`src/rtl/lagf_pkg.sv`:
```
// Shared constants, payload structs and internal token types of the 3x3 grow filter.
// Used by every module in rtl/; depends on nothing.
package lagf_pkg;

  localparam int MaxWidth   = 62;
  localparam int ColW       = $clog2(MaxWidth);
  localparam int WidthW     = 6;
  localparam int HeightW    = 12;
  localparam int RowW       = HeightW + 1;
  localparam int CfgIndexW  = 2;
  localparam int CfgDataW   = 12;
  localparam int SumW       = 12;
  localparam int QueueDepth = 4;
  localparam int QueueAddrW = $clog2(QueueDepth);

  localparam logic [7:0]         ChanMax     = 8'd255;
  localparam logic [WidthW-1:0]  WidthReset  = 6'd16;
  localparam logic [HeightW-1:0] HeightReset = 12'd16;

  typedef enum logic [CfgIndexW-1:0] {
    REG_FRAME_WIDTH  = 2'd0,
    REG_FRAME_HEIGHT = 2'd1
  } cfg_reg_t;

  typedef struct packed {
    logic [7:0] src_luma;
    logic [7:0] src_alpha;
    logic [7:0] prior_luma;
    logic [7:0] prior_alpha;
  } pix_t;

  typedef struct packed {
    logic [7:0] out_luma;
    logic [7:0] out_alpha;
    logic       frame_end;
  } res_t;

  typedef struct packed {
    logic [7:0] luma;
    logic [7:0] alpha;
  } pel_t;

  // One window column: three source rows plus the prior pixel of the middle row.
  typedef struct packed {
    pel_t top;
    pel_t mid;
    pel_t bot;
    pel_t prior;
  } column_t;

  // Line store entry for one column: the two previous source rows and the
  // prior pixel of the row just above.
  typedef struct packed {
    pel_t up1;
    pel_t up2;
    pel_t prior1;
  } line_t;

  typedef struct packed {
    logic emit;
    logic frame_end;
    logic left_mask;
    logic right_mask;
    logic top_mask;
    logic bot_mask;
  } tok_ctl_t;

  typedef struct packed {
    pel_t            src;
    pel_t            prior;
    logic [ColW-1:0] col;
    tok_ctl_t        ctl;
  } token_t;

endpackage

```
`src/rtl/lagf_front.sv`:
```
// Front end: configuration registers, raster position counters and end-of-frame flush.
// Classifies each item into a token for the back end; uses lagf_pkg.
module lagf_front (
  input  logic                            clk,
  input  logic                            rst,
  input  logic                            pix_valid,
  output logic                            pix_ready,
  input  lagf_pkg::pix_t                  pix,
  input  logic                            cfg_wen,
  input  logic [lagf_pkg::CfgIndexW-1:0]  cfg_index,
  input  logic [lagf_pkg::CfgDataW-1:0]   cfg_data,
  input  logic                            q_full,
  output logic                            push,
  output lagf_pkg::token_t                tok
);

  localparam int WidthW  = lagf_pkg::WidthW;
  localparam int HeightW = lagf_pkg::HeightW;
  localparam int RowW    = lagf_pkg::RowW;
  localparam int ColW    = lagf_pkg::ColW;

  logic [WidthW-1:0]  ew;
  logic [HeightW-1:0] eh;
  logic [ColW-1:0]    col;
  logic [RowW-1:0]    row;
  logic               flushing;

  logic [WidthW-1:0]  w_clamp;
  logic [HeightW-1:0] h_clamp;
  logic               col_last;
  logic               row_last;
  logic               final_tok;
  logic               wrap;
  logic [RowW-1:0]    centre_row;

  always_comb begin
    priority if (cfg_data[WidthW-1:0] == '0) begin
      w_clamp = WidthW'(1);
    end else if (cfg_data[WidthW-1:0] > WidthW'(lagf_pkg::MaxWidth)) begin
      w_clamp = WidthW'(lagf_pkg::MaxWidth);
    end else begin
      w_clamp = cfg_data[WidthW-1:0];
    end
    h_clamp = cfg_data[HeightW-1:0];
    if (h_clamp == '0) begin
      h_clamp = HeightW'(1);
    end
  end

  assign pix_ready = !flushing && !q_full;
  assign push      = (pix_valid && pix_ready) || (flushing && !q_full);

  assign col_last  = WidthW'(col) == ew - WidthW'(1);
  assign row_last  = row == RowW'(eh) - RowW'(1);
  assign final_tok = flushing && (row == RowW'(eh) + RowW'(1));

  // A token in column zero closes the right-hand edge of the row two above.
  assign wrap       = col == '0;
  assign centre_row = wrap ? row - RowW'(2) : row - RowW'(1);

  always_comb begin
    tok.src.luma        = flushing ? 8'd0 : pix.src_luma;
    tok.src.alpha       = flushing ? 8'd0 : pix.src_alpha;
    tok.prior.luma      = pix.prior_luma;
    tok.prior.alpha     = pix.prior_alpha;
    tok.col             = col;
    tok.ctl.emit        = wrap ? (row >= RowW'(2)) : (row >= RowW'(1));
    tok.ctl.frame_end   = wrap && (row == RowW'(eh) + RowW'(1));
    tok.ctl.left_mask   = wrap ? (ew == WidthW'(1)) : (col == ColW'(1));
    tok.ctl.right_mask  = wrap;
    tok.ctl.top_mask    = centre_row == '0;
    tok.ctl.bot_mask    = centre_row == RowW'(eh) - RowW'(1);
  end

  always_ff @(posedge clk) begin
    if (rst) begin
      ew       <= lagf_pkg::WidthReset;
      eh       <= lagf_pkg::HeightReset;
      col      <= '0;
      row      <= '0;
      flushing <= 1'b0;
    end else if (cfg_wen) begin
      // A write to either register abandons the frame in progress.
      if (cfg_index == lagf_pkg::REG_FRAME_WIDTH) begin
        ew       <= w_clamp;
        col      <= '0;
        row      <= '0;
        flushing <= 1'b0;
      end else if (cfg_index == lagf_pkg::REG_FRAME_HEIGHT) begin
        eh       <= h_clamp;
        col      <= '0;
        row      <= '0;
        flushing <= 1'b0;
      end
    end else if (push) begin
      if (final_tok) begin
        flushing <= 1'b0;
        col      <= '0;
        row      <= '0;
      end else if (col_last) begin
        col <= '0;
        row <= row + RowW'(1);
        if (!flushing && row_last) begin
          flushing <= 1'b1;
        end
      end else begin
        col <= col + ColW'(1);
      end
    end
  end

endmodule

```
`src/rtl/lagf_queue.sv`:
```
// Short token queue between the front and back ends of the grow filter.
// Holds lagf_pkg::token_t entries; uses lagf_pkg.
module lagf_queue (
  input  logic             clk,
  input  logic             rst,
  input  logic             push,
  input  lagf_pkg::token_t push_tok,
  output logic             full,
  input  logic             pop,
  output logic             empty,
  output lagf_pkg::token_t head
);

  localparam int AddrW = lagf_pkg::QueueAddrW;

  lagf_pkg::token_t slots [lagf_pkg::QueueDepth];
  logic [AddrW-1:0] wr_ptr;
  logic [AddrW-1:0] rd_ptr;
  logic [AddrW:0]   count;
  logic             push_ok;
  logic             pop_ok;

  assign full    = count == (AddrW + 1)'(lagf_pkg::QueueDepth);
  assign empty   = count == '0;
  assign head    = slots[rd_ptr];
  assign push_ok = push && !full;
  assign pop_ok  = pop && !empty;

  always_ff @(posedge clk) begin
    if (push_ok) begin
      slots[wr_ptr] <= push_tok;
    end
  end

  // The depth is a power of two, so the pointers wrap on their own.
  always_ff @(posedge clk) begin
    if (rst) begin
      wr_ptr <= '0;
      rd_ptr <= '0;
      count  <= '0;
    end else begin
      if (push_ok) begin
        wr_ptr <= wr_ptr + AddrW'(1);
      end
      if (pop_ok) begin
        rd_ptr <= rd_ptr + AddrW'(1);
      end
      unique case ({push_ok, pop_ok})
        2'b10:   count <= count + (AddrW + 1)'(1);
        2'b01:   count <= count - (AddrW + 1)'(1);
        default: count <= count;
      endcase
    end
  end

endmodule

```
`src/rtl/lagf_back.sv`:
```
// Back end: line store, two-column sliding window and the saturating 3x3 sum.
// Consumes tokens from lagf_queue and drives the result register; uses lagf_pkg.
module lagf_back (
  input  logic             clk,
  input  logic             rst,
  input  logic             q_empty,
  input  lagf_pkg::token_t q_head,
  output logic             pop,
  output logic             res_valid,
  input  logic             res_ready,
  output lagf_pkg::res_t   res
);

  localparam int SumW  = lagf_pkg::SumW;
  localparam int ColSW = 10;

  logic en;

  lagf_pkg::line_t   mem [lagf_pkg::MaxWidth];
  lagf_pkg::line_t   rd_data;
  lagf_pkg::line_t   byp_data;
  logic              byp;
  logic              s1_valid;
  lagf_pkg::token_t  s1_tok;
  lagf_pkg::line_t   line;
  lagf_pkg::line_t   wr_line;
  lagf_pkg::column_t new_col;
  lagf_pkg::column_t win_b;
  lagf_pkg::column_t win_c;

  logic              s2_valid;
  lagf_pkg::column_t s2_cols [3];
  lagf_pkg::tok_ctl_t s2_ctl;

  lagf_pkg::pel_t    g_top [3];
  lagf_pkg::pel_t    g_mid [3];
  lagf_pkg::pel_t    g_bot [3];
  logic [ColSW-1:0]  col_luma [3];
  logic [ColSW-1:0]  col_alpha [3];
  logic [SumW-1:0]   luma_sum;
  logic [SumW-1:0]   alpha_sum;
  logic [2:0]        col_keep;

  function automatic lagf_pkg::pel_t gate(lagf_pkg::pel_t p, logic keep);
    return (keep && p.alpha != 8'd0) ? p : '0;
  endfunction

  // The whole pipeline holds while a result waits to be taken.
  assign en  = !res_valid || res_ready;
  assign pop = en && !q_empty;

  always_ff @(posedge clk) begin
    if (pop) begin
      rd_data <= mem[q_head.col];
    end
    if (en && s1_valid) begin
      mem[s1_tok.col] <= wr_line;
    end
  end

  // With a one-pixel row the same entry is read while it is being written.
  always_ff @(posedge clk) begin
    if (pop) begin
      s1_tok   <= q_head;
      byp      <= s1_valid && (s1_tok.col == q_head.col);
      byp_data <= wr_line;
    end
  end

  always_comb begin
    line          = byp ? byp_data : rd_data;
    wr_line.up1   = s1_tok.src;
    wr_line.up2   = line.up1;
    wr_line.prior1 = s1_tok.prior;
    new_col.top   = line.up2;
    new_col.mid   = line.up1;
    new_col.bot   = s1_tok.src;
    new_col.prior = line.prior1;
  end

  always_ff @(posedge clk) begin
    if (en && s1_valid) begin
      win_b      <= win_c;
      win_c      <= new_col;
      s2_cols[0] <= win_b;
      s2_cols[1] <= win_c;
      s2_cols[2] <= new_col;
      s2_ctl     <= s1_tok.ctl;
    end
  end

  always_comb begin
    col_keep = {!s2_ctl.right_mask, 1'b1, !s2_ctl.left_mask};
    for (int k = 0; k < 3; k++) begin
      g_top[k] = gate(s2_cols[k].top, col_keep[k] && !s2_ctl.top_mask);
      g_mid[k] = gate(s2_cols[k].mid, col_keep[k]);
      g_bot[k] = gate(s2_cols[k].bot, col_keep[k] && !s2_ctl.bot_mask);
      col_luma[k]  = ColSW'(g_top[k].luma) + ColSW'(g_mid[k].luma)
                   + ColSW'(g_bot[k].luma);
      col_alpha[k] = ColSW'(g_top[k].alpha) + ColSW'(g_mid[k].alpha)
                   + ColSW'(g_bot[k].alpha);
    end
    luma_sum  = SumW'(s2_cols[1].prior.luma) + SumW'(col_luma[0])
              + SumW'(col_luma[1]) + SumW'(col_luma[2]);
    alpha_sum = SumW'(s2_cols[1].prior.alpha) + SumW'(col_alpha[0])
              + SumW'(col_alpha[1]) + SumW'(col_alpha[2]);
  end

  always_ff @(posedge clk) begin
    if (en) begin
      res.out_luma  <= (luma_sum > SumW'(lagf_pkg::ChanMax)) ? lagf_pkg::ChanMax
                                                             : luma_sum[7:0];
      res.out_alpha <= (alpha_sum > SumW'(lagf_pkg::ChanMax)) ? lagf_pkg::ChanMax
                                                              : alpha_sum[7:0];
      res.frame_end <= s2_ctl.frame_end;
    end
  end

  always_ff @(posedge clk) begin
    if (rst) begin
      s1_valid  <= 1'b0;
      s2_valid  <= 1'b0;
      res_valid <= 1'b0;
    end else if (en) begin
      s1_valid  <= pop;
      s2_valid  <= s1_valid;
      res_valid <= s2_valid && s2_ctl.emit;
    end
  end

endmodule

```
`src/rtl/lum_alpha_grow_filter_3x3.sv`:
```
// Top level of the luminance/alpha 3x3 grow filter.
// Instantiates lagf_front, lagf_queue and lagf_back; uses lagf_pkg.
//
// Streams one raster-order source pixel, with the destination pixel already at
// that place, per item and returns each destination pixel grown by the sum of
// every lit (non-zero alpha) source pixel in its in-image 3x3 neighbourhood,
// both channels saturating at 255. The block takes one item per clock cycle
// while its token queue has room; results lag items by one row and one pixel.
// After a frame's last item the front end issues frame_width + 1 flush steps,
// one per cycle while the queue has room, during which no item is taken; the
// final result carries frame_end. The window is fed by a single line store of
// one entry per column, read and written at most once per cycle. Writing either
// register abandons the frame in progress and restarts at its first pixel.
module lum_alpha_grow_filter_3x3 (
  input  logic                            clk,
  input  logic                            rst,
  input  logic                            pix_valid,
  output logic                            pix_ready,
  input  lagf_pkg::pix_t                  pix,
  output logic                            res_valid,
  input  logic                            res_ready,
  output lagf_pkg::res_t                  res,
  input  logic                            cfg_wen,
  input  logic [lagf_pkg::CfgIndexW-1:0]  cfg_index,
  input  logic [lagf_pkg::CfgDataW-1:0]   cfg_data
);

  logic             q_push;
  logic             q_full;
  logic             q_pop;
  logic             q_empty;
  lagf_pkg::token_t push_tok;
  lagf_pkg::token_t q_head;

  lagf_front u_front (
    .clk       (clk),
    .rst       (rst),
    .pix_valid (pix_valid),
    .pix_ready (pix_ready),
    .pix       (pix),
    .cfg_wen   (cfg_wen),
    .cfg_index (cfg_index),
    .cfg_data  (cfg_data),
    .q_full    (q_full),
    .push      (q_push),
    .tok       (push_tok)
  );

  lagf_queue u_queue (
    .clk      (clk),
    .rst      (rst),
    .push     (q_push),
    .push_tok (push_tok),
    .full     (q_full),
    .pop      (q_pop),
    .empty    (q_empty),
    .head     (q_head)
  );

  lagf_back u_back (
    .clk       (clk),
    .rst       (rst),
    .q_empty   (q_empty),
    .q_head    (q_head),
    .pop       (q_pop),
    .res_valid (res_valid),
    .res_ready (res_ready),
    .res       (res)
  );

endmodule
```
`config.mk`:
```
export PLATFORM = sky130hd
export DESIGN_NAME = lum_alpha_grow_filter_3x3
export DESIGN_NICKNAME = d
export VERILOG_FILES = /design/src/rtl/lagf_pkg.sv /design/src/rtl/lagf_front.sv /design/src/rtl/lagf_queue.sv /design/src/rtl/lagf_back.sv /design/src/rtl/lum_alpha_grow_filter_3x3.sv
export SDC_FILE = /design/constraint.sdc
export NUM_CORES = 2
export LEC_CHECK = 0
export ABC_AREA = 1
export BUFFER_PORTS_ARGS = -buffer_cell sky130_fd_sc_hd__buf_2
export CAP_MARGIN = 20
export CORE_MARGIN = 8
export CORE_UTILIZATION = 50
export CTS_CLUSTER_DIAMETER = 80
export DETAILED_ROUTE_END_ITERATION = 16
export PLACE_DENSITY_LB_ADDON = 0.2
export RECOVER_POWER = 25
export SYNTH_ARGS = -nofsm -noshare
export SYNTH_HDL_FRONTEND = slang
export SYNTH_SLANG_ARGS = --single-unit
```
`constraint.sdc`:
```
create_clock -name clk -period 14.92 [get_ports clk]
set_input_delay 2.984 -clock clk [delete_from_list [all_inputs] [get_ports clk]]
set_output_delay 2.984 -clock clk [all_outputs]
set_load 0.01 [all_outputs]
```
==> impl_metrics.toml <==
[synthesis]
synthXorXnorAreaFrac = 0.00905
synth_area_leaders = "edfxtp_1 71%, o211ai_1 5.7%, nor2_1 4.0%"
netlist_area_sq_um = 147000
synth_edf_count = 3492
avgSynthCellArea_sq_um = 13.2
synth-compound-area-share = 0.0972
synth.area.mux_share = 0.00374
yosysUniqueCellTypes = 54
ys_seq_area_frac = 0.719
async_flop_share = 0
synth_ff_type = "edfxtp_1"
syn_nets = 11400
post_synth_and_or_nand_nor_area_fraction = 0.118
synth.top_cell.area_share = 0.712
synth_top_family_by_area = "simple AND/OR/NAND/NOR gates"
yosysWarnings = 0
post_synth_inst_count = 11100
synth_top_area_cell = "edfxtp_1"
synth-seq-cells = 3542
synth_adder_area_share = 0.0181

[global_route]
grt_max_degree = 227
antenna_found_initial = 29
gr-total-overflow = 0
grt_usage = 0.263
grt_first_pass_wirelength_um = 611000
grt_pass1_vias = 90400

[clocking]
cts.reportedPaths.clkPinSlew_ns = 0.06
cts_setup_buffers = 0
clkLatencyLatePin_ns = 0.97
htreeDepth = 5
cts_made_buffers = 369
cts_hold_buf = 0
cts_tree = "yes"
clock_sinks = 3542
cts-root-buf = "clkbuf_16"
clk_path_buf_depth = 4
cts_resized = 0

[sta]
hold_viol = 0
min_period_ns = 6.58
skew_ns = 0.0800
timing.fmax_ghz = 0.152
setup_ws_ns = 8.34
finalSetupViolCount = 0
rsz0062_at_grt = "no"
tns_ns = 0
tightestPinTransition_ns = 3.97
slew_headroom = -1.65
timing.final.crit_share = 0.441
slew_violations = 2007

[route]
vias_per_cell = 6.13
vias = 93800
wl_per_cell_um = 27.7
postRouteAntennaNets = 0
drc = 0
drtIter0Drc = 12100
drt_wl_total_um = 424000
drt_pass1_iterations = 8

[placed_design]
portBuffers = 69
place_ws_ns = 7.93
place_hpwl_um = 218000
gp_congestion = 0.852

[finish]
drive_gt1_frac = 0.109
fillers = 23800
multi_input_comb_area_sq_um = 36900
fin_nets = 11300
seqCellArea_sq_um = 106000
synthToLayoutAreaGrowth_pct = 10.6

[pwr]
p_per_area_nw_per_um2 = 244
peakVddDrop_v = 0.000340
p_leak_uw = 0.0532

[setup_path]
cp-start-kind = "flip-flop"
critPathArrivalTime_ns = 7.23
crit_path_end_kind = "flip-flop"
worst-path-max-fanout = 82
critPathRequiredTime_ns = 15.57
criticalPathCategory = "flip-flop to flip-flop"

[floorplanning]
die_h_um = 559
die_area_sq_um = 312000
start_util = 0.502
core_area_sq_um = 293000
io_pins = 70
fp.dieW_um = 559
rows = 199

[flow_run]
cap_violations = 32

[worst_hold_path]
hold_path_class = "flip-flop to flip-flop"

[status]
violations = "capacitance limit, slew limit"
status = "finished with violations"
through the flow:
step / hold slack (ns) / area, sq um / std cells / total power (uW) / utilization
2_1_floorplan: 0.400 / 147000 / 11100 / 25200 / -
4_1_cts: 0.419 / 163000 / 15300 / 39600 / 0.555
3_5_place_dp: 0.405 / 151000 / 14600 / 30900 / 0.516
5_1_grt: 0.427 / 163000 / 15300 / 41800 / 0.555
6_report: 0.417 / 163000 / 15300 / 39700 / 0.555
3_3_place_gp: 0.404 / 151000 / 14600 / 30600 / 0.516
state kept, by name (all words and copies together), names as in the netlist, 2 cells and up, named ones only:
name             cells
u_back.win_b        56
u_queue.rd_ptr       2
u_front.eh          12
u_front.row         13
u_back.rd_data      48
u_back.new_col      16
u_back.s1_tok       28
u_front.col          6
u_back.mem        2976
u_back.res          17
u_back.s2_ctl        6
u_front.ew           6
u_back.s2_cols      64
u_queue.wr_ptr       2
u_queue.slots      176
u_queue.count        3
u_back.byp_data     48
u_back.win_c        56
power breakdown:
group | switching [uW] | internal [uW] | total [uW]
sequential | 318 | 13700 | 14000
clock | 3840 | 4930 | 8770
combinational | 12300 | 4690 | 17000
total | 16400 | 23300 | 39700
routing by layer:
metal / up-vias / global-route usage / routed length, um
li1: 41100 / - / -
met1: 47300 / 0.364 / 169000
met2: 4610 / 0.432 / 201000
met3: 795 / 0.0390 / 38500
met4: 4 / 0.0828 / 15000
met5: - / 0 / 27
path summary, 6_finish.rpt:
check                  start                 end  slack (ns)  cells after the start
max                flip-flop  u_back.rd_data[17]        8.34                     13
max reg2reg        flip-flop  u_back.rd_data[17]        8.34                     13
min          u_back.win_c[4]     u_back.win_b[4]        0.42                      0
min reg2reg  u_back.win_c[4]     u_back.win_b[4]        0.42                      0
kinds of logic (layout without fill, tap and decap cells):
kind of cell    Yosys count  after routing
other cells               0             10
buf+inv                1134           1352
xor+xnor                152            152
flops                  3542           3542
mux                      49             49
fa+ha+maj               191            191
compound gates         2274           2274
simple gates           3794           3794
layout make-up:
class | instances | area share
repair buffers | 282 | 0.0128
clock inverters | 213 | 0.0113
flip-flops and latches | 3542 | 0.650
multi-input cells | 6460 | 0.227
diodes | 10 | 0.000154
clock buffers | 442 | 0.0588
inverters | 415 | 0.00995
well taps | 3919 | 0.0301
cells in the final DEF, fill, tap and decap left out, types with 46 or more instances in the layout:
cell          n
nor2_4       68
inv_1       403
buf_2        70
o21ai_1     196
nor2_1     1492
nand2_1     447
nand3_1    1070
mux2_2       48
clkinv_1     87
o21ai_0     760
ha_1        154
o211ai_1   1108
a21oi_1     128
clkbuf_16   370
or2_1        46
buf_4       159
or2_2       332
xnor2_1      56
xor2_1       96
edfxtp_1   3492
clkbuf_1    100
dfxtp_1      49
or2_0       248
clkinv_2     66
cell usage after synthesis, types with 2 or more instances:
cell type	number
buf_2	210
o22ai_1	41
o311ai_1	2
or2_2	332
nand2_2	3
edfxtp_1	3492
buf_8	3
o211ai_1	1108
nand3_2	5
o21ai_0	760
nand4_1	40
nand2_1	450
or2_0	248
ha_1	154
o21ai_1	196
clkbuf_1	353
buf_6	42
a31oi_1	5
mux2_2	48
dfxtp_1	50
clkbuf_2	18
or2_1	46
nor2_1	1559
inv_1	405
xnor2_1	56
buf_1	55
buf_4	38
nor3_1	15
nand2_4	2
a21oi_1	128
nor4_1	5
o311ai_0	2
nand3_1	1070
a21boi_0	3
xor2_1	96
nor2_2	4
nand3b_1	10
a21o_1	11
inv_4	4
o21bai_1	14
inv_2	4
fa_1	37
worst max-delay path, cell delays in order, from the launching register on:
cell and delay (ns):
dfxtp_2 0.68, buf_4 0.60, nand2_1 0.11, nand3_1 0.22, nand2_8 0.39, inv_8 0.72, buf_4 0.88, buf_4 0.84
buf_4 0.84, o211ai_1 0.22, nand3_1 0.15, nand3_1 0.12, nand3_1 0.31, nand2_1 0.10
Note: power is estimated with default switching activity, not from simulation.
